## src/hdl/vef_pkg.sv

```systemverilog
package vef_pkg;

	localparam int MAX_RUN    = 32;
	localparam int PEND_DEPTH = MAX_RUN - 1;
	localparam int RUN_W      = $clog2(MAX_RUN + 1);
	localparam int PEND_W     = $clog2(MAX_RUN);
	localparam int ADDR_W     = (PEND_DEPTH > 1) ? $clog2(PEND_DEPTH) : 1;
	localparam int PIX_W      = 8;
	localparam int LIMIT_W    = 6;

	localparam logic [LIMIT_W-1:0] LIMIT_RESET = LIMIT_W'(8);

	typedef enum logic {
		ST_IDLE,
		ST_EMIT
	} seq_state_t;

	typedef struct packed {
		logic [PIX_W-1:0] value;
		logic             done;
		logic             last;
	} result_t;

endpackage

```

## src/hdl/vef_pend_ram.sv

```systemverilog
module vef_pend_ram (
	input  logic                        clk,
	input  logic                        we,
	input  logic [vef_pkg::ADDR_W-1:0]  waddr,
	input  logic [vef_pkg::PIX_W-1:0]   wdata,
	input  logic [vef_pkg::ADDR_W-1:0]  raddr,
	output logic [vef_pkg::PIX_W-1:0]   rdata
);

	logic [vef_pkg::PIX_W-1:0] mem [vef_pkg::PEND_DEPTH];
	logic [vef_pkg::PIX_W-1:0] rdata_q;

	always_ff @(posedge clk) begin
		if (we && (32'(waddr) < 32'(vef_pkg::PEND_DEPTH))) begin
			mem[waddr] <= wdata;
		end
		// addresses past the last entry are only prefetched, never used
		if (32'(raddr) < 32'(vef_pkg::PEND_DEPTH)) begin
			rdata_q <= mem[raddr];
		end
	end

	assign rdata = rdata_q;

endmodule

```

## src/hdl/vef_seq.sv

```systemverilog
module vef_seq (
	input  logic                        clk,
	input  logic                        arst_n,
	input  logic                        lim_we,
	input  logic [vef_pkg::LIMIT_W-1:0] lim_wdata,
	input  logic                        in_valid,
	output logic                        in_stall,
	input  logic [vef_pkg::PIX_W-1:0]   pixel_value,
	input  logic                        column_end,
	input  logic                        res_ready,
	output logic                        res_push,
	output vef_pkg::result_t            res,
	output logic                        ram_we,
	output logic [vef_pkg::ADDR_W-1:0]  ram_waddr,
	output logic [vef_pkg::PIX_W-1:0]   ram_wdata,
	output logic [vef_pkg::ADDR_W-1:0]  ram_raddr,
	input  logic [vef_pkg::PIX_W-1:0]   ram_rdata
);

	vef_pkg::seq_state_t state_q, state_d;

	logic [vef_pkg::LIMIT_W-1:0] lim_q;
	logic [vef_pkg::RUN_W-1:0]   run_q;
	logic [vef_pkg::PEND_W-1:0]  pend_q;
	logic [vef_pkg::PEND_W-1:0]  idx_q;
	logic [vef_pkg::PEND_W-1:0]  cnt_q;
	logic                        keep_q;
	logic [vef_pkg::PIX_W-1:0]   fin_val_q;
	logic                        fin_done_q;

	logic [vef_pkg::RUN_W-1:0]   lim_eff;
	logic [vef_pkg::RUN_W-1:0]   run_inc;
	logic                        accept;
	logic                        is_zero;
	logic                        keep_now;
	logic                        produce;
	logic                        in_pending;
	logic [vef_pkg::PEND_W-1:0]  idx_next;

	always_comb begin
		if (lim_q == '0) begin
			lim_eff = vef_pkg::RUN_W'(1);
		end else if (32'(lim_q) > 32'(vef_pkg::MAX_RUN)) begin
			lim_eff = vef_pkg::RUN_W'(vef_pkg::MAX_RUN);
		end else begin
			lim_eff = vef_pkg::RUN_W'(lim_q);
		end
	end

	assign run_inc  = (32'(run_q) < 32'(vef_pkg::MAX_RUN)) ? run_q + 1'b1 : run_q;
	assign accept   = in_valid && (state_q == vef_pkg::ST_IDLE);
	assign is_zero  = (pixel_value == '0);
	assign keep_now = !is_zero && (run_inc >= lim_eff);
	assign produce  = is_zero || keep_now || column_end;

	assign in_pending = (idx_q < cnt_q);
	assign idx_next   = idx_q + 1'b1;

	// short run member goes to the pending store
	assign ram_we    = accept && !produce;
	assign ram_waddr = vef_pkg::ADDR_W'(pend_q);
	assign ram_wdata = pixel_value;

	always_ff @(posedge clk or negedge arst_n) begin
		if (!arst_n) begin
			state_q <= vef_pkg::ST_IDLE;
		end else begin
			state_q <= state_d;
		end
	end

	always_comb begin
		state_d   = state_q;
		in_stall  = 1'b1;
		res_push  = 1'b0;
		ram_raddr = '0;
		res.value = fin_val_q;
		res.done  = fin_done_q;
		res.last  = 1'b1;
		case (state_q)
			vef_pkg::ST_IDLE: begin
				in_stall = 1'b0;
				if (accept && produce) begin
					state_d = vef_pkg::ST_EMIT;
				end
			end
			vef_pkg::ST_EMIT: begin
				res_push = res_ready;
				// look one entry ahead so read data lines up with the index
				ram_raddr = vef_pkg::ADDR_W'(res_ready ? idx_next : idx_q);
				if (in_pending) begin
					res.value = keep_q ? ram_rdata : '0;
					res.done  = 1'b0;
					res.last  = 1'b0;
				end else if (res_ready) begin
					state_d = vef_pkg::ST_IDLE;
				end
			end
			default: begin
				state_d = vef_pkg::ST_IDLE;
			end
		endcase
	end

	always_ff @(posedge clk or negedge arst_n) begin
		if (!arst_n) begin
			lim_q  <= vef_pkg::LIMIT_RESET;
			run_q  <= '0;
			pend_q <= '0;
			idx_q  <= '0;
			cnt_q  <= '0;
		end else begin
			if (lim_we) begin
				lim_q <= lim_wdata;
			end
			if (accept) begin
				if (produce) begin
					run_q  <= (is_zero || column_end) ? '0 : run_inc;
					cnt_q  <= pend_q;
					idx_q  <= '0;
					pend_q <= '0;
				end else begin
					run_q <= run_inc;
					if (32'(pend_q) < 32'(vef_pkg::PEND_DEPTH)) begin
						pend_q <= pend_q + 1'b1;
					end
				end
			end else if (state_q == vef_pkg::ST_EMIT && res_ready && in_pending) begin
				idx_q <= idx_next;
			end
		end
	end

	always_ff @(posedge clk) begin
		if (accept && produce) begin
			keep_q     <= keep_now;
			fin_val_q  <= keep_now ? pixel_value : '0;
			fin_done_q <= column_end;
		end
	end

endmodule

```

## src/hdl/vef_out_reg.sv

```systemverilog
module vef_out_reg (
	input  logic             clk,
	input  logic             arst_n,
	input  logic             push,
	input  vef_pkg::result_t res,
	output logic             ready,
	output logic             out_valid,
	input  logic             out_stall,
	output vef_pkg::result_t res_q
);

	logic valid_q;

	assign ready     = !valid_q || !out_stall;
	assign out_valid = valid_q;

	always_ff @(posedge clk or negedge arst_n) begin
		if (!arst_n) begin
			valid_q <= 1'b0;
		end else if (push) begin
			valid_q <= 1'b1;
		end else if (!out_stall) begin
			valid_q <= 1'b0;
		end
	end

	always_ff @(posedge clk) begin
		if (push) begin
			res_q <= res;
		end
	end

endmodule

```

## src/hdl/vertical_edge_run_filter_core.sv

```systemverilog
// vertical run filter for a column-major edge map
// input channel: in_valid / in_stall with pixel_value and column_end, one pixel per
// transaction; output channel: out_valid / out_stall with kept_value, column_done and
// last_of_burst, one result per pixel, always in input order.
// run_limit is written with run_limit_we while the block is idle.
// a nonzero pixel of a run still shorter than the limit is parked in the pending
// memory and gives no result of its own yet. a pixel that ends or completes a run
// starts a burst: the sequencer drains the pending memory one entry per cycle while
// the output register is not stalled, through its single read port, then sends
// the pixel's own result, flagged last_of_burst. the first result of a burst passes
// through the sequencer's emit state register and then the output register.
// in_stall stays high while a burst drains; the output register holds its result
// while out_stall is high and the drain pauses with it. an item is still taken
// while the last result of the previous burst waits in the output register.
// reset clears the run, the pending count and the output valid, and sets run_limit
// to 8; the pending memory needs no clearing.
module vertical_edge_run_filter_core (
	input  logic                        clk,
	input  logic                        arst_n,
	input  logic                        run_limit_we,
	input  logic [vef_pkg::LIMIT_W-1:0] run_limit,
	input  logic                        in_valid,
	output logic                        in_stall,
	input  logic [vef_pkg::PIX_W-1:0]   pixel_value,
	input  logic                        column_end,
	output logic                        out_valid,
	input  logic                        out_stall,
	output logic [vef_pkg::PIX_W-1:0]   kept_value,
	output logic                        column_done,
	output logic                        last_of_burst
);

	vef_pkg::result_t res;
	vef_pkg::result_t res_q;
	logic             res_push;
	logic             res_ready;

	logic                       ram_we;
	logic [vef_pkg::ADDR_W-1:0] ram_waddr;
	logic [vef_pkg::PIX_W-1:0]  ram_wdata;
	logic [vef_pkg::ADDR_W-1:0] ram_raddr;
	logic [vef_pkg::PIX_W-1:0]  ram_rdata;

	vef_pend_ram u_ram (
		.clk   (clk),
		.we    (ram_we),
		.waddr (ram_waddr),
		.wdata (ram_wdata),
		.raddr (ram_raddr),
		.rdata (ram_rdata)
	);

	vef_seq u_seq (
		.clk         (clk),
		.arst_n      (arst_n),
		.lim_we      (run_limit_we),
		.lim_wdata   (run_limit),
		.in_valid    (in_valid),
		.in_stall    (in_stall),
		.pixel_value (pixel_value),
		.column_end  (column_end),
		.res_ready   (res_ready),
		.res_push    (res_push),
		.res         (res),
		.ram_we      (ram_we),
		.ram_waddr   (ram_waddr),
		.ram_wdata   (ram_wdata),
		.ram_raddr   (ram_raddr),
		.ram_rdata   (ram_rdata)
	);

	vef_out_reg u_out (
		.clk       (clk),
		.arst_n    (arst_n),
		.push      (res_push),
		.res       (res),
		.ready     (res_ready),
		.out_valid (out_valid),
		.out_stall (out_stall),
		.res_q     (res_q)
	);

	assign kept_value    = res_q.value;
	assign column_done   = res_q.done;
	assign last_of_burst = res_q.last;

endmodule

```

## config.mk

```make
export PLATFORM = sky130hd
export DESIGN_NAME = vertical_edge_run_filter_core
export DESIGN_NICKNAME = d
export VERILOG_FILES = /design/src/hdl/vef_pkg.sv /design/src/hdl/vef_pend_ram.sv /design/src/hdl/vef_seq.sv /design/src/hdl/vef_out_reg.sv /design/src/hdl/vertical_edge_run_filter_core.sv
export SDC_FILE = /design/constraint.sdc
export NUM_CORES = 1
export LEC_CHECK = 0
export BUFFER_PORTS_ARGS = -buffer_cell sky130_fd_sc_hd__buf_2
export CORE_ASPECT_RATIO = 0.8
export CORE_UTILIZATION = 25
export DETAILED_ROUTE_END_ITERATION = 12
export HOLD_SLACK_MARGIN = 0.03
export MAX_ROUTING_LAYER = met4
export PLACE_DENSITY = 0.4
export SLEW_MARGIN = 15
export SYNTH_ARGS = -nofsm -noshare
export SYNTH_HDL_FRONTEND = slang
export SYNTH_SLANG_ARGS = --single-unit
```

## constraint.sdc

```tcl
create_clock -name clk -period 8.4 [get_ports clk]
set_input_delay 0.84 -clock clk [delete_from_list [all_inputs] [get_ports clk]]
set_output_delay 0.84 -clock clk [all_outputs]
set_load 0.03 [all_outputs]
```

After elaboration in Yosys (flattened, before gate mapping) --
Memories as Yosys holds them, arrays and structs flattened. A register that Yosys moved wholly into a read port is not among the register bits. Index checks and enable logic that the tools add are counted.
Storage, ports and cells: bits of input ports 20, RAM bits 248, flip-flop bits (word level) 49, logic and storage cells 73, memories kept 1
Operators by class: bitwise operators 1, add/sub/neg operators 3, reductions and logical operators 22, muxes and demuxes 25, eq/ne operators 2, order comparisons 6
Memories:
- u_ram.mem | words 31, width 8, rd ports 1, clocked after Yosys merged registers in 1, write ports 1, line vef_pend_ram.sv:10 | logic [vef_pkg::PIX_W-1:0] mem [vef_pkg::PEND_DEPTH];
Operator list (count):
- two-way mux 5 bit | 7
- two-way mux 6 bit | 5
- two-way mux 10 bit | 2
- adder 5 x 1 -> 5 bit, second input constant | 2
- less-than comparator 5 bit, second input constant | 2
- two-way mux 1 bit | 9
- zero test 8 bit | 1
- two-way mux 8 bit | 1
- logical AND 1 bit | 7
- adder 6 x 1 -> 6 bit, second input constant | 1
- >= comparator 6 bit | 1
- greater-than comparator 6 bit, second input constant | 1
- zero test 6 bit | 1
- less-than comparator 6 bit, second input constant | 1
- AND reduction 2 bit | 3
- less-than comparator 5 bit | 1
- zero test 1 bit | 4
- logical OR 1 bit | 4
- nonzero test 2 bit | 2
- != test 2 x 1 -> 1 bit, second input constant | 1
- != test 2 bit, second input constant | 1
- one-hot mux 1 bit (2 select lines) | 1
- inverter 1 bit | 1

Logic depth before layout (Yosys ltp) --
Gate-level depths: netlist of run 1.
depth in word-level cells 12, mapped depth 11, mapped depth without buffers 10

Hierarchy --
Synthesis of run 1 repeated with hierarchy kept, for this count alone.
Second synthesis, totals: cell total of the unflattened synthesis 748, area total of the unflattened synthesis 12610.8 sq um
Modules (own cells, without submodules):
- vef_pend_ram | cells an instance 496, times used 1, area an instance 9999.6 sq um
- vef_seq | cells an instance 239, times used 1, area an instance 2274.7 sq um
- vef_out_reg | cells an instance 13, times used 1, area an instance 336.6 sq um

Least setup slack after synthesis of run 1 --
OpenSTA, ideal clock, no wires.
kind register to register, from reg u_seq.run_q[0] in the netlist's numbering, to mem u_ram.mem[10][0] in the netlist's numbering, enable pin, buffers on the path 0, required time 8030 ps, data arrival time 2674 ps, setup time 370 ps, cell stages (with the launch flop) 9, path slack 5356 ps, clock period less this slack 3044 ps, path through dfrtp_1 > ha_1 > mux2_2 > ha_1 > a21o_1 > a21o_1 > a211oi_2 > nand3_1 > nor2_1
Between the ends: cells in the longest elaborated chain, start to end 11
Ends and longest elaborated chain:
- from (decl) | line vef_seq.sv:23 | logic [vef_pkg::RUN_W-1:0] run_q;
- from (signal assigned) | line vef_seq.sv:118 | run_q <= (is_zero || column_end) ? '0 : run_inc;
- from (signal assigned) | line vef_seq.sv:123 | run_q <= run_inc;
- adder 6 x 1 -> 6 bit / less-than comparator 6 bit (equally long branches) | line vef_seq.sv:50 | assign run_inc = (32'(run_q) < 32'(vef_pkg::MAX_RUN)) ? run_q + 1'b1 : run_q;
- two-way mux 6 bit (*) | line vef_seq.sv:50
- >= comparator 6 bit (*) | line vef_seq.sv:53 | assign keep_now = !is_zero && (run_inc >= lim_eff);
- logical AND 1 bit (*) | line vef_seq.sv:53
- logical OR 1 bit (*) (2 in a row) | line vef_seq.sv:54 | assign produce = is_zero || keep_now || column_end;
- zero test 1 bit (*) | line vef_seq.sv:60 | assign ram_we = accept && !produce;
- logical AND 1 bit (*) | line vef_seq.sv:60
- logical AND 1 bit (*) | line vef_pend_ram.sv:14 | if (we && (32'(waddr) < 32'(vef_pkg::PEND_DEPTH))) begin
- two-way mux 1 bit (*) | line vef_pend_ram.sv:14
- two-way mux 1 bit (not written as such) (*) | line vef_pend_ram.sv:15 | mem[waddr] <= wdata;
- to (decl) | line vef_pend_ram.sv:10
Every way passes the cells marked *; elsewhere a longest branch is shown, timed or not.

Final worst setup path of run 1 --
from reg u_seq.idx_q[0] in the netlist's numbering, to reg u_ram.rdata_q (netlist bit u_ram.rdata[1]) (read register of u_ram.mem), data pin
Between the ends: cells in the longest elaborated chain, start to end 4
Ends and longest elaborated chain:
- from (decl) | line vef_seq.sv:25 | logic [vef_pkg::PEND_W-1:0] idx_q;
- from (signal assigned) | line vef_seq.sv:129 | idx_q <= idx_next;
- adder 5 x 1 -> 5 bit | line vef_seq.sv:57 | assign idx_next = idx_q + 1'b1;
- two-way mux 5 bit (*) | line vef_seq.sv:90 | ram_raddr = vef_pkg::ADDR_W'(res_ready ? idx_next : idx_q);
- two-way mux 5 bit (*) | line vef_seq.sv:80 | case (state_q)
- less-than comparator 5 bit | line vef_pend_ram.sv:18 | if (32'(raddr) < 32'(vef_pkg::PEND_DEPTH)) begin
- to (decl) | line vef_pend_ram.sv:11 | logic [vef_pkg::PIX_W-1:0] rdata_q;
Marks and branches as above. A chain may end at the register's enable or synchronous reset.

==> metrics.md, run 1 <==
| Metric | Value |
|---|---|
| Total power | `4500 uW` |
| Sequential area share after synthesis | `0.697` |
| Max frequency | `232 MHz` |
| Post-cts gate resize count | `0` |
| Worst R2R Start | `u_seq.idx_q[0]$_DFFE_PN0P_` |
| R2R Setup Slk | `~4 ns` |
| HP Class | `in -> async` |
| Status | `finished, final reports clean` |
| Final hold violation count | `0` |
| I/O pins | `32` |
| Worst EP arrival | `around 4.5 ns` |
| Synth Warn # | `0` |
| Critical Path End Type | `flip-flop` |
| First-pass GRT wire length | `~55000 um` |
| Placed instance area | `13900 um^2` |
| Routed WL | `~37000 um` |
| Crit-path cells | `ha_1 -> a21bo_2 -> nand2_1 -> mux2i_1 -> o22ai_1 -> o41ai_1 -> o221ai_1` |
| CTS Buf Count | `31` |
| Synth Area per Inst | `between 10 and 15 um^2` |
| Final critical-path required period | `~4.3 ns` |
| Nets | `about 1000` |
| Width of the die | `roughly 260 um` |
| Worst-path cell with the longest stage delay | `o41ai_1` |
| Yosys reg bits | `between 300 and 400` |
| Max Cap Viol | `0` |
| Row cnt | `74` |
| Total number of vias | `7831` |
| Setup Skew | `around 0.015 ns` |
| Critical path required time | `roughly 8.6 ns` |
| Total global routing track utilization | `0.145` |
| Overall die height | `~210 um` |
| Initial antenna violation count | `2` |
| # placed instances | `about 1600` |
| Reg2reg path depth | `7` |
| Ys flop type | `edfxtp_1` |
| Most frequent cells in the layout | `edfxtp_1, nand2_1, nand3_1, mux2i_1, nor2_1` |
| Non-Filler Instances | `between 1500 and 2000` |
| Core Footprint | `~51000 um^2` |
| Max Slew Vio Count | `0` |
| GRT overflow | `0` |
| Synth-to-layout area growth | `14.7%` |
| Syn Inst Count | `around 950` |
| Final ANT Viol Nets | `0` |
| PwrDens | `between 300 and 400 nW/um^2` |
| Async set or reset register ratio after synthesis | `0.0951` |
| Gpl congestion | `around 0.85` |
| Setup CP Type | `reg -> reg` |
| Design area | `between 10000 and 15000 um^2` |
| Starting density of the core | `0.253` |
| H-tree depth | `1` |
| Largest net degree at the start of global routing | `73` |
| Initial drt markers | `slightly below 700` |
| Die area | `52700 um^2` |
| Clk sink count | `between 300 and 400` |
| Clock buffer depth | `3` |
| Filler cells | `about 5300` |
| Hold_buf cts | `0` |
| Max rail drop VDD | `0.184 mV` |
| Final period utilization | `0.513` |
| Post-synthesis cell area | `12900 um^2` |
| CP Launch Type | `flip-flop` |
| Post-synth EDFFs | `around 280` |
| CP peak stage delay | `~0.93 ns` |
| # DRC | `0` |
| Cell variety after synth | `66` |
| Root Buffer | `clkbuf_16` |
| Setup TNS | `0 ns` |
| Final setup margin | `a little over 4 ns` |
| Postcts setup bufs | `0` |
| Setup violators final | `0` |
| Worst-Margin Slew | `roughly 1.1 ns` |
| Synthesized Nets | `981` |
| First drt pass iteration count | `5` |
| Leakage | `approximately 0.0050 uW` |
| RSZ-0062 raised after global routing | `false` |
| Most common cell after layout, fill and taps aside | `edfxtp_1` |
| WL per Instance | `between 20 and 25 um` |
| Drt via density | `4.64` |
| Vias in the first global route | `between 8000 and 9000` |
| TritonCTS clock tree | `yes` |
| Share of cells above drive strength 1 | `0.128` |
| Worst slack at placement | `between 3 and 4 ns` |
| Port bufs | `31` |
| Worst-path fanout max | `22` |
| Slew HR | `0.249` |
| Clk pin slew, worst setup/hold paths | `around 0.07 ns` |
| Terminus of the critical flop-to-flop path | `u_ram.rdata[1]$_DFFE_PN_` |
| Detailed placer's ending HPWL | `roughly 23000 um` |
| Later-pin clock latency in the skew report | `0.58 ns` |
area by class of cell:
cell class                 instances  area (um^2)  share of cell area
sequential                       305         9010               0.607
multi-input combinational        570         3630               0.245
tap                              684          856              0.0577
clock buffer                      38          802              0.0540
timing repair buffer              47          275              0.0185
clock inverter                    18          166              0.0112
inverter                          23         86.3             0.00582
antenna                            2         5.00            0.000337
critical path, delay by kind of cell, from the launching register on:
kind	cells	cell delay, ns
muxes	1	0.35
AOI/OAI and AO/OA	4	1.74
and+or+nand+nor	1	0.83
adders and majority gates	1	0.45
DFF	1	0.57
layer usage:
metal	track usage	up-vias	share of wire
li1	-	3638	-
met4	0.0361	0	0.022
met5	-	-	0
met3	0.0265	50	0.045
met1	0.216	3955	0.52
met2	0.201	188	0.41
registers in the layout (all words and copies together), names as in the netlist:
| signal | cells |
|---|---|
| u_seq.cnt_q | 5 |
| u_seq.idx_q | 5 |
| u_out.res_q | 10 |
| u_out.out_valid | 1 |
| u_seq.ram_waddr | 5 |
| u_seq.fin_done_q | 1 |
| u_seq.fin_val_q | 8 |
| u_seq.keep_q | 1 |
| u_seq.run_q | 6 |
| u_seq.state_q | 1 |
| u_seq.lim_q | 6 |
| u_ram.rdata | 8 |
| u_ram.mem | 248 |
cell families after synthesis:
| kind of cell | Yosys count | share of synthesized area |
|---|---|---|
| muxes | 69 | 0.0622 |
| AOI/OAI and AO/OA | 153 | 0.0815 |
| DFF | 305 | 0.697 |
| xor gates and xnor gates | 7 | 0.00474 |
| adders and majority gates | 16 | 0.0155 |
| buffers and inverters | 70 | 0.0249 |
| and+or+nand+nor | 325 | 0.115 |
report_power, final:
| group | internal, uW | total (uW) | switching, uW |
|---|---|---|---|
| combinational | 406 | 1250 | 846 |
| clock | 767 | 1360 | 595 |
| sequential | 1780 | 1880 | 99.8 |
worst max-delay path by stage:
stage	start	endpoint	slack, ns	depth (start not counted)
global route	u_seq.state_q$_DFF_PN0_	u_ram.mem[12][3]$_DFFE_PP_	3.94	5
floorplan	u_seq.run_q[0]$_DFFE_PN0P_	u_ram.mem[10][0]$_DFFE_PP_	5.36	8
detailed placement	pixel_value[6]	u_ram.mem[24][7]$_DFFE_PP_	3.83	7
global placement	pixel_value[6]	u_ram.mem[24][0]$_DFFE_PP_	3.88	7
CTS	u_seq.idx_q[0]$_DFFE_PN0P_	u_ram.rdata[1]$_DFFE_PN_	4.22	7
finish	u_seq.idx_q[0]$_DFFE_PN0P_	u_ram.rdata[1]$_DFFE_PN_	4.09	7
metrics by stage:
stage / util / hold WS, ns
floorplan: - / 0.481
global placement: 0.271 / 0.492
detailed placement: 0.271 / 0.497
CTS: 0.290 / 0.324
global route: 0.290 / 0.365
finish: 0.290 / 0.313
cells in the mapped netlist (4+ instances only):
master,count,area (um^2)
edfxtp_1,276,8290
nand2_1,152,571
nand3_1,70,350
mux2i_1,50,500
nor2_1,45,169
a21oi_1,41,205
dfrtp_1,28,701
inv_1,23,86.3
clkbuf_1,19,71.3
buf_2,18,90.1
o21ai_0,18,90.1
a211oi_1,17,128
and2_1,16,100
ha_1,16,200
mux2_2,11,124
o22ai_1,10,62.6
o2111ai_1,9,78.8
a21o_1,8,60.1
mux4_2,8,180
o221ai_1,8,70.1
o41ai_1,7,61.3
nand2b_1,5,31.3
nor2b_1,5,31.3
o211ai_1,5,37.5
and3_1,4,25.0
buf_4,4,30.0
nor3_1,4,20.0
o21ai_1,4,20.0
xor2_1,4,35.0
Note: power is estimated with default switching activity, not from simulation.
==> inputs of run 2 (changes only) <==
--- a/config.mk
+++ b/config.mk
@@ -5,13 +5,14 @@
 export SDC_FILE = /design/constraint.sdc
 export NUM_CORES = 1
 export LEC_CHECK = 0
+export ABC_AREA = 1
 export BUFFER_PORTS_ARGS = -buffer_cell sky130_fd_sc_hd__buf_2
 export CORE_ASPECT_RATIO = 0.8
 export CORE_UTILIZATION = 25
 export DETAILED_ROUTE_END_ITERATION = 12
 export HOLD_SLACK_MARGIN = 0.03
 export MAX_ROUTING_LAYER = met4
-export PLACE_DENSITY = 0.4
+export PLACE_DENSITY = 0.41
 export SLEW_MARGIN = 15
 export SYNTH_ARGS = -nofsm -noshare
 export SYNTH_HDL_FRONTEND = slang
==> constraint.sdc (replaced) <==
create_clock -name clk -period 3.9 [get_ports clk]
set_input_delay 0.39 -clock clk [delete_from_list [all_inputs] [get_ports clk]]
set_output_delay 0.39 -clock clk [all_outputs]
set_load 0.03 [all_outputs]
==> run 2 against run 1 <==
Sequential share of layout area fell by 3.9 points. Total power rose by 120%. Critical path type unchanged. Largest power group unchanged. Critical path depth grew 5. Sequential cell count unchanged.
==> metrics.md, run 2 <==
| Metric | Value |
|---|---|
| # DRC | `0` |
| Final hold violation count | `0` |
| Biggest regs | `u_ram.mem x248, u_out.res_q x10` |
| Synth top cells by count | `nand2_1, edfxtp_1, nand3_1` |
| Later-pin clock latency in the skew report | `0.53 ns` |
| Biggest register | `u_ram.mem` |
| Worst-path fanout max | `8` |
| Utilization after layout | `0.295` |
| RSZ-0062 raised after global routing | `false` |
| Root Buffer | `clkbuf_16` |
| Vias in the first global route | `slightly above 9000` |
| Met1 wire length | `just under 20000 um` |
| Filler cells | `roughly 5600` |
| Max rail drop VDD | `about 0.26 mV` |
| Status | `finished, final reports clean` |
| Clk pin slew, worst setup/hold paths | `approximately 0.060 ns` |
| Max FFs per register | `around 250` |
| CTS Buf Count | `35` |
| Share of cells above drive strength 1 | `0.102` |
| Synth Warn # | `0` |
| Multi-input gate area | `3490 um^2` |
| Reg area | `between 9000 and 10000 um^2` |
| Top cells by area, synth | `edfxtp_1, nand3_1, nand2_1` |
| Part of the power in registers | `0.406` |
| Final ANT Viol Nets | `0` |
| Routed WL | `approximately 39000 um` |
| Yosys reg bits | `305` |
| Clock buffer depth | `3` |
| Most used cell, CP | `inv_1` |
| Comb pwr share | `0.274` |
| Detailed placer's ending HPWL | `roughly 25000 um` |
| Design area | `around 16000 um^2` |
| Cell variety after synth | `31` |
| Overall die height | `about 210 um` |
| Final setup margin | `0.557 ns` |
| Initial drt markers | `705` |
| Post-synth EDFFs | `276` |
| Max Slew Vio Count | `0` |
| Gpl congestion | `0.830` |
| Ys flop type | `edfxtp_1` |
| Crit-path leading delay family | `simple AND/OR/NAND/NOR gates` |
| Clock network power share | `0.321` |
| Core Footprint | `~54000 um^2` |
| Most frequent cells in the layout | `nand2_1, edfxtp_1, nand3_1, inv_1, nor2_1` |
| Top sig layer | `met4` |
| I/O pins | `32` |
| Critical path required time | `around 4 ns` |
| GRT overflow | `0` |
| Switching power | `~3400 uW` |
| Critical Path End Type | `flip-flop` |
| Setup violators final | `0` |
| Switching share of power | `0.346` |
| Nets | `between 1000 and 1500` |
| First-pass GRT wire length | `approximately 60000 um` |
| CP peak stage delay | `between 0.6 and 0.7 ns` |
| Metal3 WL | `between 2000 and 2500 um` |
| Worst EP arrival | `~3.5 ns` |
| Total power | `~9700 uW` |
| Worst slack at placement | `just under 0.5 ns` |
| Async set or reset register ratio after synthesis | `0.0951` |
| H-tree depth | `2` |
| Initial antenna violation count | `2` |
| Placed instance area | `between 10000 and 15000 um^2` |
| HP Class | `in -> reg` |
| WL per Instance | `around 19 um` |
| Synth-to-layout area growth | `16.2%` |
| Syn Inst Count | `between 1000 and 1500` |
| CP Launch Type | `flip-flop` |
| Synth Area per Inst | `slightly above 10 um^2` |
| Met2 Wirelength | `around 17000 um` |
| Largest net degree at the start of global routing | `74` |
| Power Internal | `roughly 6300 uW` |
| Setup TNS | `0 ns` |
| Row cnt | `76` |
| Critical path buffer and inverter count | `3` |
| Sequential area share after synthesis | `0.661` |
| Crit-path cells | `inv_1 -> nor3_1 -> xor2_1 -> ha_1 -> a21oi_1 -> o21a_1 -> nand2_1 -> inv_1 -> nand3_1 -> inv_1 -> nand2_1 -> nor2_1` |
| Synthesized Nets | `1371` |
| Yosys top cell area share | `0.608` |
| Drt via density | `about 4.4` |
| First drt pass iteration count | `7` |
| Cell taking the most area after synthesis | `edfxtp_1` |
| Port bufs | `31` |
| Total number of vias | `9398` |
| Setup CP Type | `reg -> reg` |
| Slew HR | `0.372` |
| Ant. Diodes | `0` |
| Final period utilization | `0.857` |
| Clk sink count | `between 300 and 400` |
| PwrDens | `around 610 nW/um^2` |
| Most common cell after layout, fill and taps aside | `nand2_1` |
| Post-synthesis cell area | `approximately 14000 um^2` |
| Top-count cell post-synth | `nand2_1` |
| Setup Skew | `0.0272 ns` |
| Max Cap Viol | `0` |
| Worst-path cell with the longest stage delay | `nor2_1` |
| Die area | `approximately 56000 um^2` |
| Starting density of the core | `0.253` |
| Leakage | `roughly 0.0066 uW` |
| Post-cts gate resize count | `0` |
| Total global routing track utilization | `0.147` |
| Worst-Margin Slew | `0.943 ns` |
| Max frequency | `between 200 and 300 MHz` |
| Width of the die | `about 260 um` |
| Final critical-path required period | `3.34 ns` |
| TritonCTS clock tree | `yes` |
run 2: kinds of logic after synthesis:
kind of cell / after synthesis / share of synthesized area
AOI/OAI and AO/OA: 44 / 0.0199
xor gates and xnor gates: 9 / 0.00578
adders and majority gates: 16 / 0.0147
buffers and inverters: 295 / 0.0845
DFF: 305 / 0.661
muxes: 3 / 0.00248
and+or+nand+nor: 663 / 0.212
run 2: repair_timing:
item	4_1_cts	5_1_grt
hold buffers	1	0
endpoints found under the hold margin	28	0
buffers inserted	0	0
run 2: worst paths after layout:
kind	endpoint	slack, ns	cells past startpoint	startpoint
max in group asynchronous	u_seq.ram_waddr[4]$_DFFE_PN0P_	2.97	2	arst_n
hold reg to reg	u_seq.cnt_q[2]$_DFFE_PN0P_	0.49	2	u_seq.cnt_q[2]$_DFFE_PN0P_
setup / recovery	u_ram.mem[26][1]$_DFFE_PP_	0.56	12	u_seq.run_q[0]$_DFFE_PN0P_
min in group asynchronous	u_seq.idx_q[1]$_DFFE_PN0P_	0.47	2	arst_n
hold / removal	u_seq.lim_q[1]$_DFFE_PN0P_	0.10	3	run_limit[1]
setup reg to reg	u_ram.mem[26][1]$_DFFE_PP_	0.56	12	u_seq.run_q[0]$_DFFE_PN0P_
run 2: routing by layer:
layer | track usage | vias to the layer above
met5 | - | -
li1 | - | 4516
met4 | 0.0315 | 0
met3 | 0.0321 | 58
met2 | 0.211 | 218
met1 | 0.210 | 4606
run 2: power groups by stage:
stage / clock network [uW] / logic (uW) / registers (uW)
after floorplan: 0 / 1590 / 4030
after global placement: 0 / 2660 / 4000
after detailed placement: 0 / 2650 / 4000
after CTS: 3170 / 2660 / 3930
after global routing: 3290 / 2930 / 3950
final: 3110 / 2650 / 3930
run 2: worst min-delay path, stage by stage:
cell and delay (ns):
buf_2 0.08, nand2_1 0.05, o21ai_0 0.07
run 2: final cells by class:
type                            instances  share of cell area
Clock buffer                           47              0.0620
Sequential cell                       305               0.569
Multi-Input combinational cell        735               0.220
Inverter                              239              0.0566
Timing Repair Buffer                   77              0.0325
Clock inverter                         11             0.00458
Tap cell                              702              0.0554
run 2: metrics by stage:
| stage | hold WS, ns | instances |
|---|---|---|
| floorplan | 0.0944 | 1335 |
| finish | 0.103 | 2116 |
| CTS | 0.0962 | 2116 |
| detailed placement | 0.476 | 2057 |
| global placement | 0.474 | 2057 |
| global route | 0.110 | 2116 |
==> inputs of run 3 (changes only) <==
--- a/config.mk
+++ b/config.mk
@@ -10,6 +10,7 @@
 export CORE_ASPECT_RATIO = 0.8
 export CORE_UTILIZATION = 25
 export DETAILED_ROUTE_END_ITERATION = 12
+export GPL_TIMING_DRIVEN = 0
 export HOLD_SLACK_MARGIN = 0.03
 export MAX_ROUTING_LAYER = met4
 export PLACE_DENSITY = 0.41
==> run 3 against run 2 <==
Sequential cell count is the same. Largest power group unchanged. Register-to-register slack worse by 0.49 ns. Clock skew is 0.011 ns lower.
==> metrics.md, run 3 (synthesis gave the netlist of run 2 again) <==
| Metric | Value |
|---|---|
| Critical path required time | `approximately 4 ns` |
| Biggest register | `u_ram.mem` |
| Max Slew Vio Count | `0` |
| Worst-path fanout max | `8` |
| First-pass GRT wire length | `approximately 57000 um` |
| I/O pins | `32` |
| Total global routing track utilization | `0.144` |
| Part of the power in registers | `0.398` |
| Detailed placer's ending HPWL | `between 20000 and 30000 um` |
| Port bufs | `30` |
| Final ANT Viol Nets | `0` |
| Max frequency | `~260 MHz` |
| Setup violators final | `0` |
| Hold_sp | `column_end` |
| Largest net degree at the start of global routing | `33` |
| Row cnt | `76` |
| Comb pwr share | `0.279` |
| Root Buffer | `clkbuf_16` |
| Later-pin clock latency in the skew report | `around 0.53 ns` |
| Final critical-path required period | `about 3.8 ns` |
| Die area | `between 50000 and 60000 um^2` |
| Filler cells | `~5700` |
| Nets | `1438` |
| Setup CP Type | `reg -> reg` |
| R2R Setup Slk | `~0.07 ns` |
| RSZ-0062 raised after global routing | `true` |
| Most common cell after layout, fill and taps aside | `nand2_1` |
| WL per Instance | `18.0 um` |
| Terminus of the critical flop-to-flop path | `u_ram.mem[5][5]$_DFFE_PP_` |
| Leakage | `about 0.0065 uW` |
| Setup TNS | `0 ns` |
| Most used cell, CP | `inv_1` |
| TritonCTS clock tree | `yes` |
| Ant. Diodes | `0` |
| CP Launch Type | `flip-flop` |
| Clk pin slew, worst setup/hold paths | `~0.06 ns` |
| Clock buffer depth | `3` |
| Overall die height | `~210 um` |
| Width of the die | `roughly 260 um` |
| Worst EP arrival | `~4.0 ns` |
| Biggest regs | `u_ram.mem x248, u_out.res_q x10` |
| Setup Skew | `0.0158 ns` |
| Postcts setup bufs | `0` |
| Share of cells above drive strength 1 | `0.109` |
| Switching share of power | `0.350` |
| Total number of vias | `around 9000` |
| Worst-Margin Slew | `roughly 0.97 ns` |
| Drt via density | `approximately 4.4` |
| Design area | `15900 um^2` |
| Initial drt markers | `between 700 and 800` |
| HP Class | `in -> reg` |
| Synth-to-layout area growth | `16.2%` |
| Worst-path cell with the longest stage delay | `nor2_2` |
| Initial antenna violation count | `1` |
| Hold Path Stages | `1` |
| Core Footprint | `53800 um^2` |
| Worst R2R Start | `u_seq.run_q[0]$_DFFE_PN0P_` |
| Slew HR | `0.354` |
| Routed WL | `approximately 38000 um` |
| Power Internal | `between 6000 and 7000 uW` |
| Vias in the first global route | `roughly 9100` |
| Switching power | `roughly 3400 uW` |
| Max Cap Viol | `0` |
| Critical Path End Type | `flip-flop` |
| Placed instance area | `between 10000 and 15000 um^2` |
| Starting density of the core | `0.253` |
| Status | `finished, final reports clean` |
| Gpl congestion | `around 0.86` |
| GRT overflow | `0` |
| Most frequent cells in the layout | `nand2_1, edfxtp_1, nand3_1, inv_1, buf_2` |
| CP peak stage delay | `about 0.64 ns` |
| First drt pass iteration count | `5` |
| # DRC | `0` |
| Hold path endpoint | `u_seq.fin_done_q$_DFFE_PP_` |
| Clock network power share | `0.323` |
| PwrDens | `619 nW/um^2` |
| Final hold violation count | `0` |
| H-tree depth | `2` |
| CTS Buf Count | `34` |
| Max rail drop VDD | `around 0.31 mV` |
| Worst hold slack | `about 0.075 ns` |
| Reg2reg path depth | `12` |
| Clk sink count | `slightly above 300` |
| Max FFs per register | `about 250` |
| Final period utilization | `0.983` |
| Crit-path cells | `inv_1 -> nor3_1 -> xor2_1 -> ha_1 -> a21oi_1 -> o21a_1 -> nand2_1 -> inv_1 -> nand3_1 -> inv_1 -> nand2_1 -> nor2_2` |
run 3: cell types whose count changed in the layout (fill, tap and decap cells not counted), moves of 4 or more:
cell / previous run / this run
buf_2: 31 / 60
buf_4: 44 / 2
clkbuf_1: 8 / 32
clkinv_1: 7 / 3
nor2_1: 49 / 26
nor2_2: 0 / 16
nor2_4: 0 / 7
run 3: critical path: cells and delay by family, from the launching register on:
family | cells | cell delay (ns)
DFF | 1 | 0.39
xor gates and xnor gates | 1 | 0.31
buffers and inverters | 3 | 0.47
AOI/OAI and AO/OA | 2 | 0.28
and+or+nand+nor | 5 | 1.71
adders and majority gates | 1 | 0.30
run 3: how the worst max path moves through the flow:
stage / start / to / cells after the start
CTS: u_seq.run_q[5]$_DFFE_PN0P_ / u_ram.mem[25][2]$_DFFE_PP_ / 11
global placement: pixel_value[3] / u_ram.mem[9][3]$_DFFE_PP_ / 9
detailed placement: pixel_value[3] / u_ram.mem[25][2]$_DFFE_PP_ / 9
floorplan: u_seq.run_q[0]$_DFFE_PN0P_ / u_ram.mem[28][0]$_DFFE_PP_ / 14
finish: u_seq.run_q[0]$_DFFE_PN0P_ / u_ram.mem[5][5]$_DFFE_PP_ / 12
global route: u_seq.run_q[1]$_DFFE_PN0P_ / u_ram.mem[22][3]$_DFFE_PP_ / 12
run 3: what timing repair did:
item,in CTS,in global routing
hold endpoints to repair,28,0
hold buffers,1,0
gates resized for setup,0,30
endpoints found under the setup margin,8,248
run 3: power groups by stage:
stage	clock network [uW]	registers, uW	logic, uW
after floorplan	0	4030	1590
after CTS	3230	3910	2740
after detailed placement	0	3970	2730
final	3170	3910	2740
after global placement	0	3970	2730
after global routing	3370	3930	3040
run 3: area by class of cell:
| class | instances | area (um^2) | share of cell area |
|---|---|---|---|
| multi-input cells | 735 | 3570 | 0.225 |
| clock buffers | 50 | 1000 | 0.0634 |
| flip-flops and latches | 305 | 9010 | 0.568 |
| clock inverters | 10 | 80.1 | 0.00505 |
| inverters | 239 | 897 | 0.0566 |
| plain buffers | 56 | 255 | 0.0161 |
| well taps | 702 | 878 | 0.0554 |
| repair buffers | 31 | 160 | 0.0101 |
run 3: per-layer routing:
metal | GRT usage | vias up | routed length [um]
li1 | - | 4540 | -
met1 | 0.215 | 4470 | 19800
met2 | 0.200 | 205 | 15800
met3 | 0.0272 | 52 | 2160
met4 | 0.0313 | 0 | 595
met5 | - | - | 0
run 3: through the flow:
step                instances  worst slack, ns  power (uW)  utilization
global placement         2067           -0.148        6700        0.273
detailed placement       2067           -0.189        6700        0.273
CTS                      2128         -0.00736        9880        0.293
global route             2128           -0.217       10300        0.295
floorplan                1335             1.23        5630            -
finish                   2128           0.0682        9810        0.295
